File: src/ybr_pkg.sv
// ybr_pkg: shared types, codes and constants of the ymodem block receiver
// no dependencies; used by the interfaces and all modules of the block

package ybr_pkg;

    localparam int SHORT_BLOCK_BYTES = 128;
    localparam int OFF_W             = 10;

    localparam logic [7:0]  BYTE_SOH   = 8'h01;
    localparam logic [7:0]  BYTE_STX   = 8'h02;
    localparam logic [7:0]  BYTE_ABORT = 8'h03;
    localparam logic [7:0]  BYTE_EOT   = 8'h04;
    localparam logic [7:0]  BYTE_CAN   = 8'h18;
    localparam logic [7:0]  SEQ_INIT   = 8'h00;
    localparam logic [7:0]  COMPL_INIT = 8'hff;
    localparam logic [15:0] CRC_POLY   = 16'h1021;
    localparam logic [15:0] CRC_INIT   = 16'h0000;

    typedef enum logic [6:0] {
        PH_IDLE   = 7'b0000001,
        PH_HEADER = 7'b0000010,
        PH_SEQ    = 7'b0000100,
        PH_COMPL  = 7'b0001000,
        PH_DATA   = 7'b0010000,
        PH_CRC_HI = 7'b0100000,
        PH_CRC_LO = 7'b1000000
    } t_phase;

    typedef enum logic [3:0] {
        EV_PAYLOAD    = 4'd0,
        EV_OK         = 4'd1,
        EV_EOT        = 4'd2,
        EV_DONE       = 4'd3,
        EV_BAD_SEQ    = 4'd4,
        EV_BAD_COMPL  = 4'd5,
        EV_CRC_ERR    = 4'd6,
        EV_TIMEOUT    = 4'd7,
        EV_CANCEL     = 4'd8,
        EV_USER_ABORT = 4'd9
    } t_event;

    typedef enum logic [1:0] {
        RP_NONE  = 2'd0,
        RP_ACK   = 2'd1,
        RP_ACK_C = 2'd2,
        RP_ABORT = 2'd3
    } t_reply;

    typedef enum logic {
        ACT_BYTE    = 1'b0,
        ACT_TIMEOUT = 1'b1
    } t_action;

endpackage

File: src/ybr_in_if.sv
// ybr_in_if: valid/ready channel carrying one received byte or timeout
// depends on ybr_pkg

interface ybr_in_if;
    logic             valid;
    logic             ready;
    ybr_pkg::t_action action;
    logic [7:0]       rx_byte;

    modport source (output valid, output action, output rx_byte, input ready);
    modport sink   (input valid, input action, input rx_byte, output ready);
endinterface

File: src/ybr_out_if.sv
// ybr_out_if: valid/ready channel carrying one receiver result
// depends on ybr_pkg

interface ybr_out_if;
    logic                        valid;
    logic                        ready;
    ybr_pkg::t_event             event_res;
    logic [7:0]                  payload_byte;
    logic [ybr_pkg::OFF_W-1:0]   byte_offset;
    logic                        info_block;
    ybr_pkg::t_reply             reply;

    modport source (output valid, output event_res, output payload_byte,
                    output byte_offset, output info_block, output reply, input ready);
    modport sink   (input valid, input event_res, input payload_byte,
                    input byte_offset, input info_block, input reply, output ready);
endinterface

File: src/ybr_crc16.sv
// ybr_crc16: one-byte update of the crc-16/xmodem remainder, msb first
// depends on ybr_pkg

module ybr_crc16 (
    input  logic [15:0] i_crc,
    input  logic [7:0]  i_data,
    output logic [15:0] o_crc
);
    import ybr_pkg::*;

    always_comb begin
        logic [15:0] c;
        c = i_crc ^ {i_data, 8'h00};
        for (int i = 0; i < 8; i++) begin
            if (c[15]) begin
                c = {c[14:0], 1'b0} ^ CRC_POLY;
            end else begin
                c = {c[14:0], 1'b0};
            end
        end
        o_crc = c;
    end
endmodule

File: src/ymodem_block_receiver_core.sv
// ymodem_block_receiver_core: deframes ymodem blocks with crc-16, one byte per transaction
// throughput: one input transaction per cycle while the result side keeps up
// set by the single input register and the single result register
// reset: synchronous active-low i_rst_n; returns to idle waiting for the first soh
// depends on ybr_pkg, ybr_in_if, ybr_out_if, ybr_crc16

module ymodem_block_receiver_core #(
    parameter int LONG_BLOCK_BYTES = 1024
) (
    input  logic       i_clk,
    input  logic       i_rst_n,
    ybr_in_if.sink     i_in,
    ybr_out_if.source  o_out
);
    import ybr_pkg::*;

    localparam int CNT_W = $clog2(LONG_BLOCK_BYTES + 1);
    localparam logic [CNT_W-1:0] LEN_SHORT = CNT_W'(SHORT_BLOCK_BYTES);
    localparam logic [CNT_W-1:0] LEN_LONG  = CNT_W'(LONG_BLOCK_BYTES);

    // input register
    logic       r_s1_valid;
    t_action    r_s1_action;
    logic [7:0] r_s1_byte;

    // receiver state
    t_phase           r_phase,       n_phase;
    logic [7:0]       r_exp_seq,     n_exp_seq;
    logic [7:0]       r_exp_compl,   n_exp_compl;
    logic [CNT_W-1:0] r_byte_count,  n_byte_count;
    logic [CNT_W-1:0] r_block_len,   n_block_len;
    logic [15:0]      r_crc,         n_crc;
    logic [7:0]       r_crc_hi,      n_crc_hi;
    logic             r_end_seen,    n_end_seen;
    logic             r_first_block, n_first_block;

    // result register
    logic             r_out_valid;
    t_event           r_out_event;
    logic [7:0]       r_out_data;
    logic [OFF_W-1:0] r_out_off;
    logic             r_out_info;
    t_reply           r_out_reply;

    logic             s1_fire;
    logic             res_valid;
    t_event           res_event;
    logic [7:0]       res_data;
    logic [OFF_W-1:0] res_off;
    logic             res_info;
    t_reply           res_reply;
    logic             do_clear;
    logic [15:0]      crc_next;
    logic [CNT_W-1:0] count_inc;

    assign s1_fire    = r_s1_valid && (!r_out_valid || o_out.ready);
    assign i_in.ready = !r_s1_valid || s1_fire;
    assign count_inc  = r_byte_count + CNT_W'(1);

    ybr_crc16 u_crc (
        .i_crc  (r_crc),
        .i_data (r_s1_byte),
        .o_crc  (crc_next)
    );

    always_comb begin
        n_phase       = r_phase;
        n_exp_seq     = r_exp_seq;
        n_exp_compl   = r_exp_compl;
        n_byte_count  = r_byte_count;
        n_block_len   = r_block_len;
        n_crc         = r_crc;
        n_crc_hi      = r_crc_hi;
        n_end_seen    = r_end_seen;
        n_first_block = r_first_block;
        res_valid     = 1'b0;
        res_event     = EV_PAYLOAD;
        res_data      = 8'h00;
        res_off       = '0;
        res_info      = r_first_block | r_end_seen;
        res_reply     = RP_NONE;
        do_clear      = 1'b0;

        if (r_phase == PH_IDLE) begin
            if (r_s1_action == ACT_BYTE) begin
                if (r_s1_byte == BYTE_ABORT) begin
                    do_clear  = 1'b1;
                    res_valid = 1'b1;
                    res_event = EV_USER_ABORT;
                    res_info  = 1'b0;
                end else if (r_s1_byte == BYTE_SOH) begin
                    n_exp_seq     = SEQ_INIT;
                    n_exp_compl   = COMPL_INIT;
                    n_first_block = 1'b1;
                    n_end_seen    = 1'b0;
                    n_block_len   = LEN_SHORT;
                    n_byte_count  = '0;
                    n_crc         = CRC_INIT;
                    n_phase       = PH_SEQ;
                end
            end
        end else if (r_s1_action == ACT_TIMEOUT) begin
            do_clear  = 1'b1;
            res_valid = 1'b1;
            res_event = EV_TIMEOUT;
            res_reply = RP_ABORT;
        end else begin
            case (r_phase)
                PH_HEADER: begin
                    if (r_s1_byte == BYTE_CAN) begin
                        do_clear  = 1'b1;
                        res_valid = 1'b1;
                        res_event = EV_CANCEL;
                        res_reply = RP_ABORT;
                    end else if (r_s1_byte == BYTE_EOT) begin
                        n_end_seen  = 1'b1;
                        n_exp_seq   = SEQ_INIT;
                        n_exp_compl = COMPL_INIT;
                        res_valid   = 1'b1;
                        res_event   = EV_EOT;
                        res_reply   = RP_ACK_C;
                    end else begin
                        if (r_s1_byte == BYTE_SOH) begin
                            n_block_len = LEN_SHORT;
                        end else if (r_s1_byte == BYTE_STX) begin
                            n_block_len = LEN_LONG;
                        end else begin
                            n_block_len = '0;
                        end
                        n_byte_count = '0;
                        n_crc        = CRC_INIT;
                        n_phase      = PH_SEQ;
                    end
                end
                PH_SEQ: begin
                    if (r_s1_byte != r_exp_seq) begin
                        do_clear  = 1'b1;
                        res_valid = 1'b1;
                        res_event = EV_BAD_SEQ;
                        res_reply = RP_ABORT;
                    end else begin
                        n_phase = PH_COMPL;
                    end
                end
                PH_COMPL: begin
                    if (r_s1_byte != r_exp_compl) begin
                        do_clear  = 1'b1;
                        res_valid = 1'b1;
                        res_event = EV_BAD_COMPL;
                        res_reply = RP_ABORT;
                    end else if (r_block_len == '0) begin
                        n_phase = PH_CRC_HI;
                    end else begin
                        n_phase = PH_DATA;
                    end
                end
                PH_DATA: begin
                    n_crc        = crc_next;
                    n_byte_count = count_inc;
                    if (count_inc >= r_block_len) begin
                        n_phase = PH_CRC_HI;
                    end
                    res_valid = 1'b1;
                    res_event = EV_PAYLOAD;
                    res_data  = r_s1_byte;
                    res_off   = OFF_W'(r_byte_count);
                end
                PH_CRC_HI: begin
                    n_crc_hi = r_s1_byte;
                    n_phase  = PH_CRC_LO;
                end
                PH_CRC_LO: begin
                    res_valid = 1'b1;
                    if (r_crc_hi != r_crc[15:8] || r_s1_byte != r_crc[7:0]) begin
                        do_clear  = 1'b1;
                        res_event = EV_CRC_ERR;
                        res_reply = RP_ABORT;
                    end else if (r_end_seen) begin
                        do_clear  = 1'b1;
                        res_event = EV_DONE;
                        res_reply = RP_ACK;
                    end else begin
                        n_exp_seq     = r_exp_seq + 8'd1;
                        n_exp_compl   = r_exp_compl - 8'd1;
                        n_phase       = PH_HEADER;
                        n_first_block = 1'b0;
                        res_event     = EV_OK;
                        res_reply     = r_first_block ? RP_ACK_C : RP_ACK;
                    end
                end
                default: begin
                    do_clear = 1'b1;
                end
            endcase
        end

        if (do_clear) begin
            n_phase       = PH_IDLE;
            n_exp_seq     = SEQ_INIT;
            n_exp_compl   = COMPL_INIT;
            n_byte_count  = '0;
            n_block_len   = '0;
            n_crc         = CRC_INIT;
            n_crc_hi      = 8'h00;
            n_end_seen    = 1'b0;
            n_first_block = 1'b1;
        end
    end

    always_ff @(posedge i_clk) begin
        if (!i_rst_n) begin
            r_s1_valid    <= 1'b0;
            r_out_valid   <= 1'b0;
            r_phase       <= PH_IDLE;
            r_exp_seq     <= SEQ_INIT;
            r_exp_compl   <= COMPL_INIT;
            r_byte_count  <= '0;
            r_block_len   <= '0;
            r_crc         <= CRC_INIT;
            r_crc_hi      <= 8'h00;
            r_end_seen    <= 1'b0;
            r_first_block <= 1'b1;
        end else begin
            if (i_in.ready) begin
                r_s1_valid <= i_in.valid;
            end
            if (s1_fire) begin
                r_phase       <= n_phase;
                r_exp_seq     <= n_exp_seq;
                r_exp_compl   <= n_exp_compl;
                r_byte_count  <= n_byte_count;
                r_block_len   <= n_block_len;
                r_crc         <= n_crc;
                r_crc_hi      <= n_crc_hi;
                r_end_seen    <= n_end_seen;
                r_first_block <= n_first_block;
                r_out_valid   <= res_valid;
            end else if (o_out.ready) begin
                r_out_valid <= 1'b0;
            end
        end
    end

    // payload registers
    always_ff @(posedge i_clk) begin
        if (i_in.ready && i_in.valid) begin
            r_s1_action <= i_in.action;
            r_s1_byte   <= i_in.rx_byte;
        end
        if (s1_fire && res_valid) begin
            r_out_event <= res_event;
            r_out_data  <= res_data;
            r_out_off   <= res_off;
            r_out_info  <= res_info;
            r_out_reply <= res_reply;
        end
    end

    assign o_out.valid        = r_out_valid;
    assign o_out.event_res    = r_out_event;
    assign o_out.payload_byte = r_out_data;
    assign o_out.byte_offset  = r_out_off;
    assign o_out.info_block   = r_out_info;
    assign o_out.reply        = r_out_reply;

    // payload count never reaches the block length while still in the data phase
    a_count_in_range: assert property (@(posedge i_clk) disable iff (!i_rst_n)
        (r_phase == PH_DATA) |-> (r_byte_count < r_block_len))
        else $error("byte count out of range in data phase");

    // a result is never overwritten before it is taken
    a_no_overwrite: assert property (@(posedge i_clk) disable iff (!i_rst_n)
        (r_out_valid && !o_out.ready) |-> !s1_fire)
        else $error("pending result overwritten");

    // every abort-type verdict returns the receiver to idle with block 0 expected
    a_abort_to_idle: assert property (@(posedge i_clk) disable iff (!i_rst_n)
        (s1_fire && res_valid && res_reply == RP_ABORT)
        |=> (r_phase == PH_IDLE && r_first_block && !r_end_seen))
        else $error("abort did not return to idle");

    // payload results never request a reply
    a_payload_no_reply: assert property (@(posedge i_clk) disable iff (!i_rst_n)
        (r_out_valid && r_out_event == EV_PAYLOAD) |-> (r_out_reply == RP_NONE))
        else $error("payload result carries a reply");

endmodule

File: src/flat_wrapper.sv
// flat-port wrapper written by rule: the top's interface ports become plain ports
module ymodem_block_receiver_core_flat import ybr_pkg::*;
#(
    parameter int LONG_BLOCK_BYTES = 1024
)
  (i_clk, i_rst_n, i_in_valid, i_in_action, i_in_rx_byte, i_in_ready, o_out_valid, o_out_event_res, o_out_payload_byte, o_out_byte_offset, o_out_info_block, o_out_reply, o_out_ready);
  ybr_in_if i_in_i ();
  ybr_out_if o_out_i ();
  input  logic i_clk;
  input  logic i_rst_n;
  input wire logic [$bits(i_in_i.valid)-1:0] i_in_valid;
  input wire logic [$bits(i_in_i.action)-1:0] i_in_action;
  input wire logic [$bits(i_in_i.rx_byte)-1:0] i_in_rx_byte;
  output wire logic [$bits(i_in_i.ready)-1:0] i_in_ready;
  output wire logic [$bits(o_out_i.valid)-1:0] o_out_valid;
  output wire logic [$bits(o_out_i.event_res)-1:0] o_out_event_res;
  output wire logic [$bits(o_out_i.payload_byte)-1:0] o_out_payload_byte;
  output wire logic [$bits(o_out_i.byte_offset)-1:0] o_out_byte_offset;
  output wire logic [$bits(o_out_i.info_block)-1:0] o_out_info_block;
  output wire logic [$bits(o_out_i.reply)-1:0] o_out_reply;
  input wire logic [$bits(o_out_i.ready)-1:0] o_out_ready;
  assign i_in_i.valid = i_in_valid;
  assign i_in_i.action = i_in_action;
  assign i_in_i.rx_byte = i_in_rx_byte;
  assign i_in_ready = i_in_i.ready;
  assign o_out_valid = o_out_i.valid;
  assign o_out_event_res = o_out_i.event_res;
  assign o_out_payload_byte = o_out_i.payload_byte;
  assign o_out_byte_offset = o_out_i.byte_offset;
  assign o_out_info_block = o_out_i.info_block;
  assign o_out_reply = o_out_i.reply;
  assign o_out_i.ready = o_out_ready;
  ymodem_block_receiver_core #(.LONG_BLOCK_BYTES(LONG_BLOCK_BYTES)) u_core (.i_clk(i_clk), .i_rst_n(i_rst_n), .i_in(i_in_i), .o_out(o_out_i));
endmodule
File: config.mk
export PLATFORM = sky130hd
export DESIGN_NAME = ymodem_block_receiver_core_flat
export DESIGN_NICKNAME = d
export VERILOG_FILES = /design/src/ybr_pkg.sv /design/src/ybr_in_if.sv /design/src/ybr_out_if.sv /design/src/ybr_crc16.sv /design/src/ymodem_block_receiver_core.sv /design/src/flat_wrapper.sv
export SDC_FILE = /design/constraint.sdc
export NUM_CORES = 1
export LEC_CHECK = 0
export BUFFER_PORTS_ARGS = -buffer_cell sky130_fd_sc_hd__clkbuf_2
export CAP_MARGIN = 0
export CORE_MARGIN = 2
export CORE_UTILIZATION = 65
export DETAILED_ROUTE_END_ITERATION = 10
export PLACE_DENSITY = 0.87
export SYNTH_ARGS = -nofsm -noshare
export SYNTH_HDL_FRONTEND = slang
export SYNTH_HIERARCHICAL = 1
export SYNTH_SLANG_ARGS = --single-unit
File: constraint.sdc
create_clock -name i_clk -period 7.05 [get_ports i_clk]
set_input_delay 1.0575 -clock i_clk [delete_from_list [all_inputs] [get_ports i_clk]]
set_output_delay 1.0575 -clock i_clk [all_outputs]
set_load 0.01 [all_outputs]
Word-level counts from Yosys, hierarchy flattened. Index checks and enable logic that the tools add are counted.

Register bits after elaboration: 107. Bits in latches: 0. RAM bits: 0. Bits in read-only memories: 0. Bits of input ports: 13. Output and inout port bits: 27. Logic and storage cells: 228. Memories kept: 0.

Add/subtract/negate cells: 3. Multipliers: 0. Div/mod/pow operators: 0. Order comparisons: 1. Equality and inequality tests: 32. Shift-type cells: 0. Multiplexer cells: 136. Bitwise gates (word level): 11. Reduce and logical (&&, ||, !) cells: 27.

Operators with widths (number): $mux 11 (19); $mux 8 (24); $mux 16 (8); $mux 13 (8); $mux 7 (13); $pmux 7 s6 (1); $mux 1 (36); $ne 8x8->1 (4); $pmux 16 s2 (1); $pmux 8 s2 (2); $reduce_and 7->1 (4); $mux 4 (6); $not 3->3 (8); $pmux 11 s2 (1); $mux 2 (10); $ne 4x2->1 const B (5); $eq 8x2->1 const B (2); $pmux 4 s4 (1); $xor 16x16->16 (1); $reduce_and 12->1 (1); $add 11x1->11 const B (1); $ge 11x11->1 (1); $logic_not 11->1 (1); $ne 3x1->1 const B (3); other kinds (36) (49).

Logic depth before layout (Yosys ltp). Gate-level depths: netlist of the first run.

Depth in word-level cells: 21. Depth in mapped cells: 12. Mapped depth without buffers: 12.

By module. Netlist of the first run, hierarchy kept.

Modules (own cells, without submodules): ymodem_block_receiver_core (times used 1, cells an instance 552, area an instance 4948.5 um^2, sequential area each 2302.2 um^2); ybr_crc16 (times used 1, cells an instance 25, area an instance 395.4 um^2, sequential area each 0.0 um^2).

Worst setup path before layout of the first run. Ideal clock, no wire load.

Path type: flip-flop to flip-flop. Start point: register u_core.r_s1_byte[6]. End point: register u_core.r_out_off[0], in the netlist u_core/o_out.byte_offset[0] (enable). Setup time: 0.424 ns. Arrival: 2.975 ns. Data required time: 6.626 ns. Slack: 3.651 ns. Cell stages (with the launch flop): 7. Buffers on the path: 1. Clock period less this slack: 3.399 ns. Cells stage by stage: edfxtp_1 -> buf_2 -> nor3_1 -> nand2_1 -> nor3_1 -> nor2b_1 -> a31oi_1.

Cells in the longest elaborated chain, start to end: 7. Elaborated cells between the ends (all ways): 15. Classes of those cells: eq/ne (5); mux (9); reduce/logical (1).

Ends and longest elaborated chain: start, declared (RTL line ymodem_block_receiver_core.sv:24) `logic [7:0] r_s1_byte;`; start signal, assigned (RTL line ymodem_block_receiver_core.sv:248) `r_s1_byte <= i_in.rx_byte;`; $eq 8x3->1 (RTL line ymodem_block_receiver_core.sv:115) `end else if (r_s1_byte == BYTE_EOT) begin`; $mux 1 (RTL line ymodem_block_receiver_core.sv:115); $mux 1 (RTL line ymodem_block_receiver_core.sv:110) `if (r_s1_byte == BYTE_CAN) begin`; $pmux 1 s4 (RTL line ymodem_block_receiver_core.sv:108) `case (r_phase)`; $mux 1 (RTL line ymodem_block_receiver_core.sv:102) `end else if (r_s1_action == ACT_TIMEOUT) begin`; $mux 1 (*) (RTL line ymodem_block_receiver_core.sv:84) `if (r_phase == PH_IDLE) begin`; $logic_and 1x1->1 (*) (RTL line ymodem_block_receiver_core.sv:250) `if (s1_fire && res_valid) begin`; end signal, assigned (RTL line ymodem_block_receiver_core.sv:253) `r_out_off <= res_off;`; end, declared (RTL line ymodem_block_receiver_core.sv:41) `logic [OFF_W-1:0] r_out_off;`.

Every way passes the cells marked *; elsewhere a longest branch is shown, timed or not. A chain may end at the register's enable or synchronous reset.

Final worst setup path of the first run.
Start point: register u_core.r_s1_byte[4]. End point: register u_core.r_exp_compl[0].

Cells in the longest elaborated chain, start to end: 8. Elaborated cells between the ends (all ways): 27. Classes of those cells: eq/ne (14); mux (10); reduce/logical (3).

Ends and longest elaborated chain: $ne 8x8->1 (RTL line ymodem_block_receiver_core.sv:174) `if (r_crc_hi != r_crc[15:8] || r_s1_byte != r_crc[7:0]) begin`; $logic_or 1x1->1 (RTL line ymodem_block_receiver_core.sv:174); $mux 1 (RTL line ymodem_block_receiver_core.sv:174); $pmux 1 s5 (RTL line ymodem_block_receiver_core.sv:108); $mux 1 (RTL line ymodem_block_receiver_core.sv:102); $mux 1 (RTL line ymodem_block_receiver_core.sv:84); $ne 4x4->1 (no line), or another cell as far along; $reduce_and 9->1 (no line); end signal, assigned (RTL line ymodem_block_receiver_core.sv:230) `r_exp_compl <= n_exp_compl;`; end, declared (RTL line ymodem_block_receiver_core.sv:29) `logic [7:0] r_exp_compl, n_exp_compl;`.

Parallel ways exist; a longest one is shown, timed or not.

==> qor.yml, run 1 <==
status: "complete, no violations"
fmax_mhz: 257.3
cts_root_buffer: "clkbuf_8"
io_buffers: 39
p_per_area_nw_per_um2: 172.3
synth_common_cells: "nand2_1, dfxtp_1, nand3_1"
die_y_um: 94.67
clk_pin_slew_worst_paths_ps: 100
antennaDiodeCount: 0
rsz0062_at_grt: "no"
insertion_delay_ps: 360
dr.pass1.iters: 5
antenna_found_initial: 0
dp.final_hpwl_um: 9013
cts_setup_buffers: 0
synth_ff_type: "dfxtp_1"
hold_buffers: 0
vias: 4420
report.final.slew_viol_count: 0
initial_utilization: 0.6603
post_cts_resized: 0
yosys-top-cells-area: "dfxtp_1, edfxtp_1, xnor2_1"
ir_drop_mv: 0.1314
io_pins: 40
utilization: 0.7038
gp_congestion: 1.000
async_reset_ff_frac: 0
finalSetupViolCount: 0
syn-cell-area_um2: 5344
num_rows: 33
coreArea_um2: 8093
synth_edf_count: 34
die_area_um2: 8962
cts.path.max_buffers: 2
tightest_slew_ps: 1038
drtIter0Drc: 339
reg2reg_depth: 8
synth_nets: 595
drv_cap: 0
worstReg2RegEnd: "u_core/r_exp_compl[0]"
clock-sinks: 98
critPathRequiredTime_ps: 7300
hold_viol_final: 0
synth_largest_area_cell: "dfxtp_1"
synth_mux_area_frac: 0.007727
multi_input_area_um2: 2826
yosysMostFrequentCell: "nand2_1"
totalWireLength_um: 12480
synth-xor-area-share: 0.1388
min_period_over_period: 0.5514
fin_skew_ps: 20.45
synth_warnings: 6
ant_nets: 0
cts_tree: "done"
r2r_slack_ps: 3160
worst_ep_arrival_time_ps: 4140
setup_tns_ps: 0
area_growth_pct: 6.579
h-tree-depth: 3
critPathKind: "register to register"
crit_path_start_kind: "register"
final_nets: 608
via_per_inst: 6.314
numCtsBuffers: 9
drc_errors: 0
worstHoldStart: "u_core/r_crc_hi[7]"
synth_seq_cells: 98
slew_headroom: 0.3049
synth_compound_area_frac: 0.1353
grt_pass1_vias: 4093
synth_top_family_by_area: "simple AND/OR/NAND/NOR gates"
syn_inst: 577
critPathMaxFanout: 12
fin_crit_ps: 3887
min_delay_worst_endpoint: "u_core/r_crc_hi[7]"
die_w_um: 94.67
synth_top_area_share: 0.2398
seqCellArea_um2: 2302
grt_max_degree: 53
drive_gt1_frac: 0.1328
synth_simple_gate_area_share: 0.2341
grt_pass1_wl_um: 20100
grt_use_total: 0.2884
r2r_start: "u_core/r_s1_byte[4]"
synth_seq_area_share: 0.4308
hp-class: "register to register"
min_path_cells: 2
endpoint_kind: "register"
avgSynthCellArea_um2: 9.261
p_leak_nw: 2.070
wl_per_cell_um: 17.83
gr-total-overflow: 0
synth-adder-area-share: 0.01171
fill_cells: 654
synth.distinct_cells: 73
-- metrics by stage --
| step | cells | worst slack [ps] | power [W] | area (um2) | hold slack (ps) |
|---|---|---|---|---|---|
| floorplan | 577 | 3651 | 0.0006452 | 5344 | 452.0 |
| global placement | 684 | 3232 | 0.0006553 | 5519 | 471.0 |
| detailed placement | 684 | 3137 | 0.0006573 | 5519 | 473.6 |
| CTS | 700 | 3199 | 0.0009831 | 5695 | 492.6 |
| global route | 700 | 2785 | 0.001008 | 5695 | 520.5 |
| finish | 700 | 3163 | 0.0009814 | 5695 | 495.2 |
-- area by class of cell --
class | instances | share of cell area
Timing Repair Buffer | 42 | 0.03823
Multi-Input combinational cell | 428 | 0.4963
Sequential cell | 98 | 0.4042
Clock buffer | 10 | 0.02241
Tap cell | 105 | 0.02307
Clock inverter | 6 | 0.008568
Inverter | 11 | 0.007250
-- worst max path at each step --
stage                              startpoint                          end  cells past startpoint
after detailed placement              i_rst_n        u_core/r_exp_compl[0]                      6
after floorplan           u_core/r_s1_byte[6]  u_core/o_out.byte_offset[0]                      6
final                     u_core/r_s1_byte[4]        u_core/r_exp_compl[0]                      8
after global placement                i_rst_n        u_core/r_exp_compl[0]                      6
after global routing      u_core/r_s1_byte[4]        u_core/r_exp_compl[0]                      8
after CTS                 u_core/r_s1_byte[4]        u_core/r_exp_compl[0]                      8
-- metal layers --
layer	vias to the layer above	routed length, um	part of all wire	GRT usage
met5	-	0	0	0
met4	0	329	0.026	0.1159
met3	32	702	0.056	0.03990
met2	205	6384	0.51	0.5018
met1	2105	5067	0.41	0.3616
li1	2078	-	-	-
-- placed cells by master, fill, tap and decap left out, drive strengths merged, types with 3 or more instances in the layout --
master | netlist | final
a21oi | 20 | 20
a31oi | 11 | 11
and2 | 22 | 22
and3 | 7 | 7
buf | 17 | 3
clkbuf | 23 | 49
dfxtp | 64 | 64
edfxtp | 34 | 34
ha | 5 | 5
inv | 11 | 14
mux2i | 3 | 3
nand2 | 72 | 72
nand2b | 3 | 3
nand3 | 52 | 52
nand4 | 10 | 10
nand4b | 3 | 3
nor2 | 30 | 30
nor2b | 4 | 4
nor3 | 15 | 15
nor3b | 3 | 3
nor4 | 6 | 6
o21ai | 44 | 44
o22a | 6 | 6
o31ai | 7 | 7
or2 | 3 | 3
or3 | 4 | 4
xnor2 | 47 | 47
xnor3 | 5 | 5
xor2 | 8 | 8
xor3 | 4 | 4
-- registers in the layout, indices dropped and copies added (netlist names) --
name and cells:
u_core/r_block_len 2, u_core/r_exp_compl 8, u_core/r_s1_valid 1, u_core/o_out.info_block 1, u_core/r_crc 16, u_core/r_byte_count 11
u_core/r_end_seen 1, u_core/r_phase 7, u_core/r_s1_byte 8, u_core/r_crc_hi 8, u_core/r_s1_action 1, u_core/o_out.reply 2
u_core/o_out.payload_byte 8, u_core/r_exp_seq 8, u_core/r_first_block 1, u_core/o_out.valid 1, u_core/o_out.event_res 4, u_core/o_out.byte_offset 10
-- worst max-delay path, cell delays in order, from the launching register on --
cell and delay [ps]:
edfxtp_1 580, xnor2_1 220, nand4_1 110, nor4_1 580, nor2b_1 430, o211ai_4 160, a21oi_1 750, nand3_1 520
mux2_2 440
-- power by group --
part / internal, W / leakage [nW] / switching (W) / total (W)
Combinational: 0.0000253 / 1.12 / 0.0000258 / 0.0000510
Sequential: 0.000585 / 0.867 / 0.00000909 / 0.000594
Clock: 0.000133 / 0.0852 / 0.000203 / 0.000336
Total: 0.000743 / 2.07 / 0.000238 / 0.000981
-- logic make-up after synthesis --
| group | after synthesis |
|---|---|
| AO/OA/AOI/OAI | 112 |
| XOR/XNOR | 64 |
| adder cells (fa/ha/maj) | 5 |
| buffers and inverters | 51 |
| flip-flops | 98 |
| multiplexers | 4 |
| AND/OR/NAND/NOR | 243 |
Note: power is estimated with default switching activity, not from simulation.
==> inputs of run 2 (changes only) <==
- CORE_UTILIZATION: 65 -> 60
- PLACE_DENSITY: 0.87 -> 0.82
- clock period: 7.05 -> 3.9 ns (I/O delays scaled with it)
==> run 2 against run 1 <==
Compared with the run above: largest cell class unchanged; power increased by 93%; non-clock buffer count increased by 7; die area increased by 8.0%; combinational power increased by 78%; flip-flop and latch count unchanged; via count decreased by 1.8%; routed wire length decreased by 2.2%; clock power increased by 120%; highest routed layer unchanged.
==> qor.yml, run 2 (synthesis results as in run 1) <==
status: "complete, no violations"
antenna_found_initial: 0
ant_nets: 0
power.net_switching_w: 0.0004239
endpoint_kind: "register"
r2r_slack_ps: 500
drtIter0Drc: 325
slew_headroom: 0.4455
cpLargestDelayFamily: "simple AND/OR/NAND/NOR gates"
drive_gt1_frac: 0.1412
worst_ep_arrival_time_ps: 3670
dr.pass1.iters: 5
totalWireLength_um: 12210
pwr-share-seq: 0.568
clock-sinks: 98
p_per_area_nw_per_um2: 327.2
sw_frac_of_total: 0.2236
ir_drop_mv: 0.3211
power.internal_w: 0.001472
drv_cap: 0
setup_tns_ps: 0
layout.cells.most_common: "nand2_1"
fmax_mhz: 294.0
area_growth_pct: 8.429
max_stage_delay_ps: 580
critPathMaxFanout: 7
cts_setup_buffers: 0
insertion_delay_ps: 360
cts_root_buffer: "clkbuf_8"
wl_per_cell_um: 17.20
gr-total-overflow: 0
clk_pin_slew_worst_paths_ps: 100
worstHoldStart: "i_in_rx_byte[1]"
pwr-share-clk: 0.384
h-tree-depth: 3
critical_path.startpoint: "u_core/r_byte_count[0]"
gp_congestion: 0.9115
post_cts_resized: 0
die_w_um: 98.38
numCtsBuffers: 9
grt_use_total: 0.2539
vias: 4341
place_ws_ps: 575.6
num_rows: 34
min_period_over_period: 0.8721
cts.path.max_buffers: 2
finalWorstSetupSlack_ps: 498.8
crit_path_top_delay_cell: "or4b_1"
path_buf_inv: 0
finalSetupViolCount: 0
die_area_um2: 9678
fin_crit_ps: 3401
tightest_slew_ps: 831.7
hp-class: "input port to register"
io_buffers: 39
dp.final_hpwl_um: 8362
grt_pass1_vias: 4085
drc_errors: 0
crit_chain: "ha_1 -> nand3_1 -> nor3_1 -> nand3_1 -> xnor2_1 -> ha_1 -> nand4_1 -> o31ai_1 -> a2111oi_0 -> or4b_1 -> a21o_1 -> a31o_2"
grt_max_degree: 52
largest_reg_flops: 16
critPathKind: "register to register"
hold_buffers: 0
rsz0062_at_grt: "no"
r2r_start: "u_core/r_byte_count[0]"
cts_tree: "done"
report.final.slew_viol_count: 0
antennaDiodeCount: 0
critPathRequiredTime_ps: 4170
via_per_inst: 6.114
die_y_um: 98.38
io_pins: 40
top_register: "u_core/r_crc"
initial_utilization: 0.6158
crit_path_start_kind: "register"
comb_power_share: 0.048
p_leak_nw: 2.124
coreArea_um2: 8678
grt_pass1_wl_um: 19830
hold_viol_final: 0
final_cell_mix: "nand2_1, dfxtp_1, nand3_1, xnor2_1, o21ai_0"
final_nets: 615
fin_skew_ps: 10.22
run 2: final cells by class:
class,count,area [um2]
Tap cell,108,135.1
Multi-Input combinational cell,428,2826
Timing Repair Buffer,49,270.3
Fill cell,720,2884
Sequential cell,98,2302
Inverter,11,41.29
Clock buffer,11,131.4
Clock inverter,5,87.58
run 2: metrics by stage:
step                      instance area (um2)  cells  hold slack [ps]  utilization  power, W
after floorplan                          5344    577            452.0            -  0.001166
after global placement                   5575    694            473.9       0.6424  0.001188
after detailed placement                 5575    694            483.7       0.6424  0.001191
after CTS                                5794    710            386.6       0.6677  0.001904
after global routing                     5794    710            372.2       0.6677  0.001961
final                                    5794    710            396.6       0.6677  0.001896
run 2: worst paths after layout:
| check | endpoint | depth (start not counted) |
|---|---|---|
| max | u_core/r_phase[1] | 12 |
| min | u_core/r_s1_byte[1] | 1 |
| max reg2reg | u_core/r_phase[1] | 12 |
| min reg2reg | u_core/r_crc_hi[4] | 2 |
run 2: worst register-to-register path, delay by kind of cell, from the launching register on:
kind / cells / cell delay [ps]
DFF: 1 / 420
and+or+nand+nor: 5 / 1260
adders and majority gates: 2 / 590
AOI/OAI and AO/OA: 4 / 870
xor gates and xnor gates: 1 / 180
run 2: power by group through the flow:
stage	clock network [W]	logic (W)	registers, W
CTS	0.000737	0.0000908	0.00108
global placement	0	0.0000883	0.00110
floorplan	0	0.0000806	0.00109
detailed placement	0	0.0000905	0.00110
global route	0.000785	0.0000977	0.00108
finish	0.000728	0.0000910	0.00108
run 2: layer usage:
metal,share of wire,GRT usage,wire [um]
met1,0.42,0.3306,5103
met2,0.49,0.4349,6037
met3,0.071,0.04366,871
met4,0.016,0.07587,198
met5,0,0,0
==> inputs of run 3 (changes only) <==
- ABC_AREA: not set -> 1
- CORE_UTILIZATION: 60 -> 61
- SYNTH_HIERARCHICAL: 1 -> not set
==> run 3 against run 2 <==
Compared with the run above: via count increased by 21%; power up 61%; core utilization decreased by 0.24 points; flip-flop and latch count did not move; final area increased by 6.1%; clock skew fell by 1.8 ps; largest cell class unchanged; combinational power increased to 11 times the previous value; count of clock-buffer cells in the layout down 1; final cell count is 39% higher; critical endpoint is now u_core.r_phase[1]; critical path type unchanged; sequential power is 27% higher; maximum frequency up 14%.
==> qor.yml, run 3 <==
wl_per_cell_um: 13.72
slew_headroom: 0.4704
power.internal_w: 0.001875
largest_reg_flops: 16
syn-cell-area_um2: 5787
place_ws_ps: 960.5
finalWorstSetupSlack_ps: 913.6
worstHoldStart: "i_in_action"
die_y_um: 101.4
synth_largest_area_cell: "dfxtp_1"
clk_pin_slew_worst_paths_ps: 100
min_path_cells: 1
fill_cells: 797
synth_seq_cells: 98
comb_power_share: 0.336
synth_seq_area_share: 0.3978
dr.pass1.iters: 7
gp_congestion: 0.9690
synth_top_area_share: 0.2214
status: "complete, no violations"
drive_gt1_frac: 0.1138
cts.path.max_buffers: 2
synth_edf_count: 34
die_area_um2: 10280
synth_ff_type: "dfxtp_1"
cts_tree: "done"
cts_setup_buffers: 0
yosys-top-cells-area: "dfxtp_1, edfxtp_1, nand2_1"
p_per_area_nw_per_um2: 496.2
grt_pass1_wl_um: 22470
grt_use_total: 0.2769
die_w_um: 101.4
layout.cells.most_common: "nand2_1"
hold_viol_final: 0
max_stage_delay_ps: 490
ir_drop_mv: 0.2902
io_pins: 40
coreArea_um2: 9240
fin_crit_ps: 2986
power.net_switching_w: 0.001175
dp.final_hpwl_um: 9780
totalWireLength_um: 13590
post_cts_resized: 0
critPathKind: "register to register"
num_rows: 35
insertion_delay_ps: 370
yosysMostFrequentCell: "nand2_1"
setup_tns_ps: 0
tightest_slew_ps: 793.5
final_cell_mix: "nand2_1, nor2_1, inv_1, dfxtp_1, nand3_1"
synth_warnings: 0
antenna_found_initial: 0
clock-sinks: 98
antennaDiodeCount: 0
r2r_slack_ps: 910
synth_nets: 850
cpLargestDelayFamily: "simple AND/OR/NAND/NOR gates"
synth.distinct_cells: 37
crit_path_start_kind: "register"
pwr-share-seq: 0.448
initial_utilization: 0.6263
timing.hold.ws_ps: 384.8
fmax_mhz: 334.9
grt_max_degree: 54
h-tree-depth: 3
min_delay_worst_endpoint: "u_core.r_s1_action"
final_nets: 874
gr-total-overflow: 0
worst_ep_arrival_time_ps: 3260
endpoint_kind: "register"
hold_buffers: 0
vias: 5235
reg2reg_depth: 17
io_buffers: 39
p_leak_nw: 2.855
pwr-share-clk: 0.216
drv_cap: 0
r2r_start: "u_core.r_byte_count[0]"
grt_pass1_vias: 4912
crit_path_top_delay_cell: "dfxtp_1"
worstReg2RegEnd: "u_core.r_phase[1]"
async_reset_ff_frac: 0
avgSynthCellArea_um2: 6.955
syn_inst: 832
report.final.slew_viol_count: 0
numCtsBuffers: 9
critPathRequiredTime_ps: 4180
synth_common_cells: "nand2_1, nor2_1, inv_1"
path_buf_inv: 1
fin_skew_ps: 8.419
sw_frac_of_total: 0.3854
min_period_over_period: 0.7657
critPathMaxFanout: 11
finalSetupViolCount: 0
ant_nets: 0
top_register: "u_core.r_crc"
rsz0062_at_grt: "no"
drc_errors: 0
cts_root_buffer: "clkbuf_8"
area_growth_pct: 6.227
via_per_inst: 5.288
drtIter0Drc: 299
crit_chain: "ha_1 -> nand2_1 -> nor2_1 -> nand3_1 -> nor2_1 -> xor2_1 -> inv_1 -> ha_1 -> nand3_1 -> nand2_1 -> nor2_1 -> nand3_1 -> a21oi_2 -> nor2_2 -> nand2_1 -> nand2_1 -> nor2_1"
hp-class: "input port to register"
-- run 3: cell count changes in the layout (fill, tap and decap cells not counted), moves of 7 or more --
cell / delta
o21ai_1: +11
and3_1: -7
nor2_2: +10
xor2_1: +15
nor2_1: +121
inv_2: +11
and2_1: -20
nand3_1: -11
nand2_1: +164
inv_1: +87
a31oi_1: -9
xnor2_1: -19
o21ai_0: -24
a21oi_1: +9
-- run 3: power groups by stage --
stage / clock network, W / registers [W] / logic, W
finish: 0.000659 / 0.00137 / 0.00102
global route: 0.000708 / 0.00138 / 0.00117
CTS: 0.000673 / 0.00136 / 0.00101
detailed placement: 0 / 0.00138 / 0.00101
global placement: 0 / 0.00138 / 0.000978
floorplan: 0 / 0.00135 / 0.000833
-- run 3: stage by stage --
stage               total power, W  cells  instance area, um2    util
detailed placement        0.002390    974                5954  0.6444
CTS                       0.003048    990                6147  0.6653
global placement          0.002353    974                5954  0.6444
finish                    0.003050    990                6147  0.6653
global route              0.003259    990                6147  0.6653
floorplan                 0.002183    832                5787       -
-- run 3: routing by layer --
layer  part of all wire  vias to the layer above  global-route usage
li1                   -                     2618                   -
met1               0.43                     2356              0.3483
met2               0.47                      209              0.4651
met3              0.060                       52             0.04279
met4              0.037                        0              0.1351
met5                  0                        -                   0
-- run 3: worst max-delay path by stage --
stage	cells after the start	slack, ps	start	endpoint
6_report	17	910	u_core.r_byte_count[0]	u_core.r_phase[1]
4_1_cts	17	930	u_core.r_byte_count[0]	u_core.r_phase[6]
3_5_place_dp	17	960	u_core.r_byte_count[0]	u_core.r_phase[6]
3_3_place_gp	17	1020	u_core.r_byte_count[0]	u_core.r_phase[6]
5_1_grt	17	590	u_core.r_byte_count[0]	u_core.r_phase[1]
2_1_floorplan	17	1400	u_core.r_byte_count[0]	u_core.r_phase[0]
-- run 3: layout make-up --
cell class                 instances  area, um2  area share
timing repair buffer              43      225.2     0.03664
clock inverter                     6      65.06     0.01058
inverter                         111      421.7     0.06859
clock buffer                      10      127.6     0.02076
tap                              129      161.4     0.02626
multi-input combinational        593       2844      0.4627
sequential                        98       2302      0.3745
-- run 3: kinds of logic after synthesis --
family | after synthesis | share of synthesized area
fa+ha+maj | 5 | 0.01081
flops | 98 | 0.3978
buf+inv | 141 | 0.1107
xor+xnor | 47 | 0.07113
simple gates | 471 | 0.3434
compound gates | 70 | 0.06616
-- run 3: worst reg2reg max path: stages, from the launching register on --
cell     delay [ps]
dfxtp_1         490
ha_1            310
nand2_1         100
nor2_1          190
nand3_1         120
nor2_1          130
xor2_1          150
inv_1            80
ha_1            320
nand3_1         100
nand2_1          80
nor2_1           50
nand3_1         100
a21oi_2          90
nor2_2          350
nand2_1         110
nand2_1          80
nor2_1           40
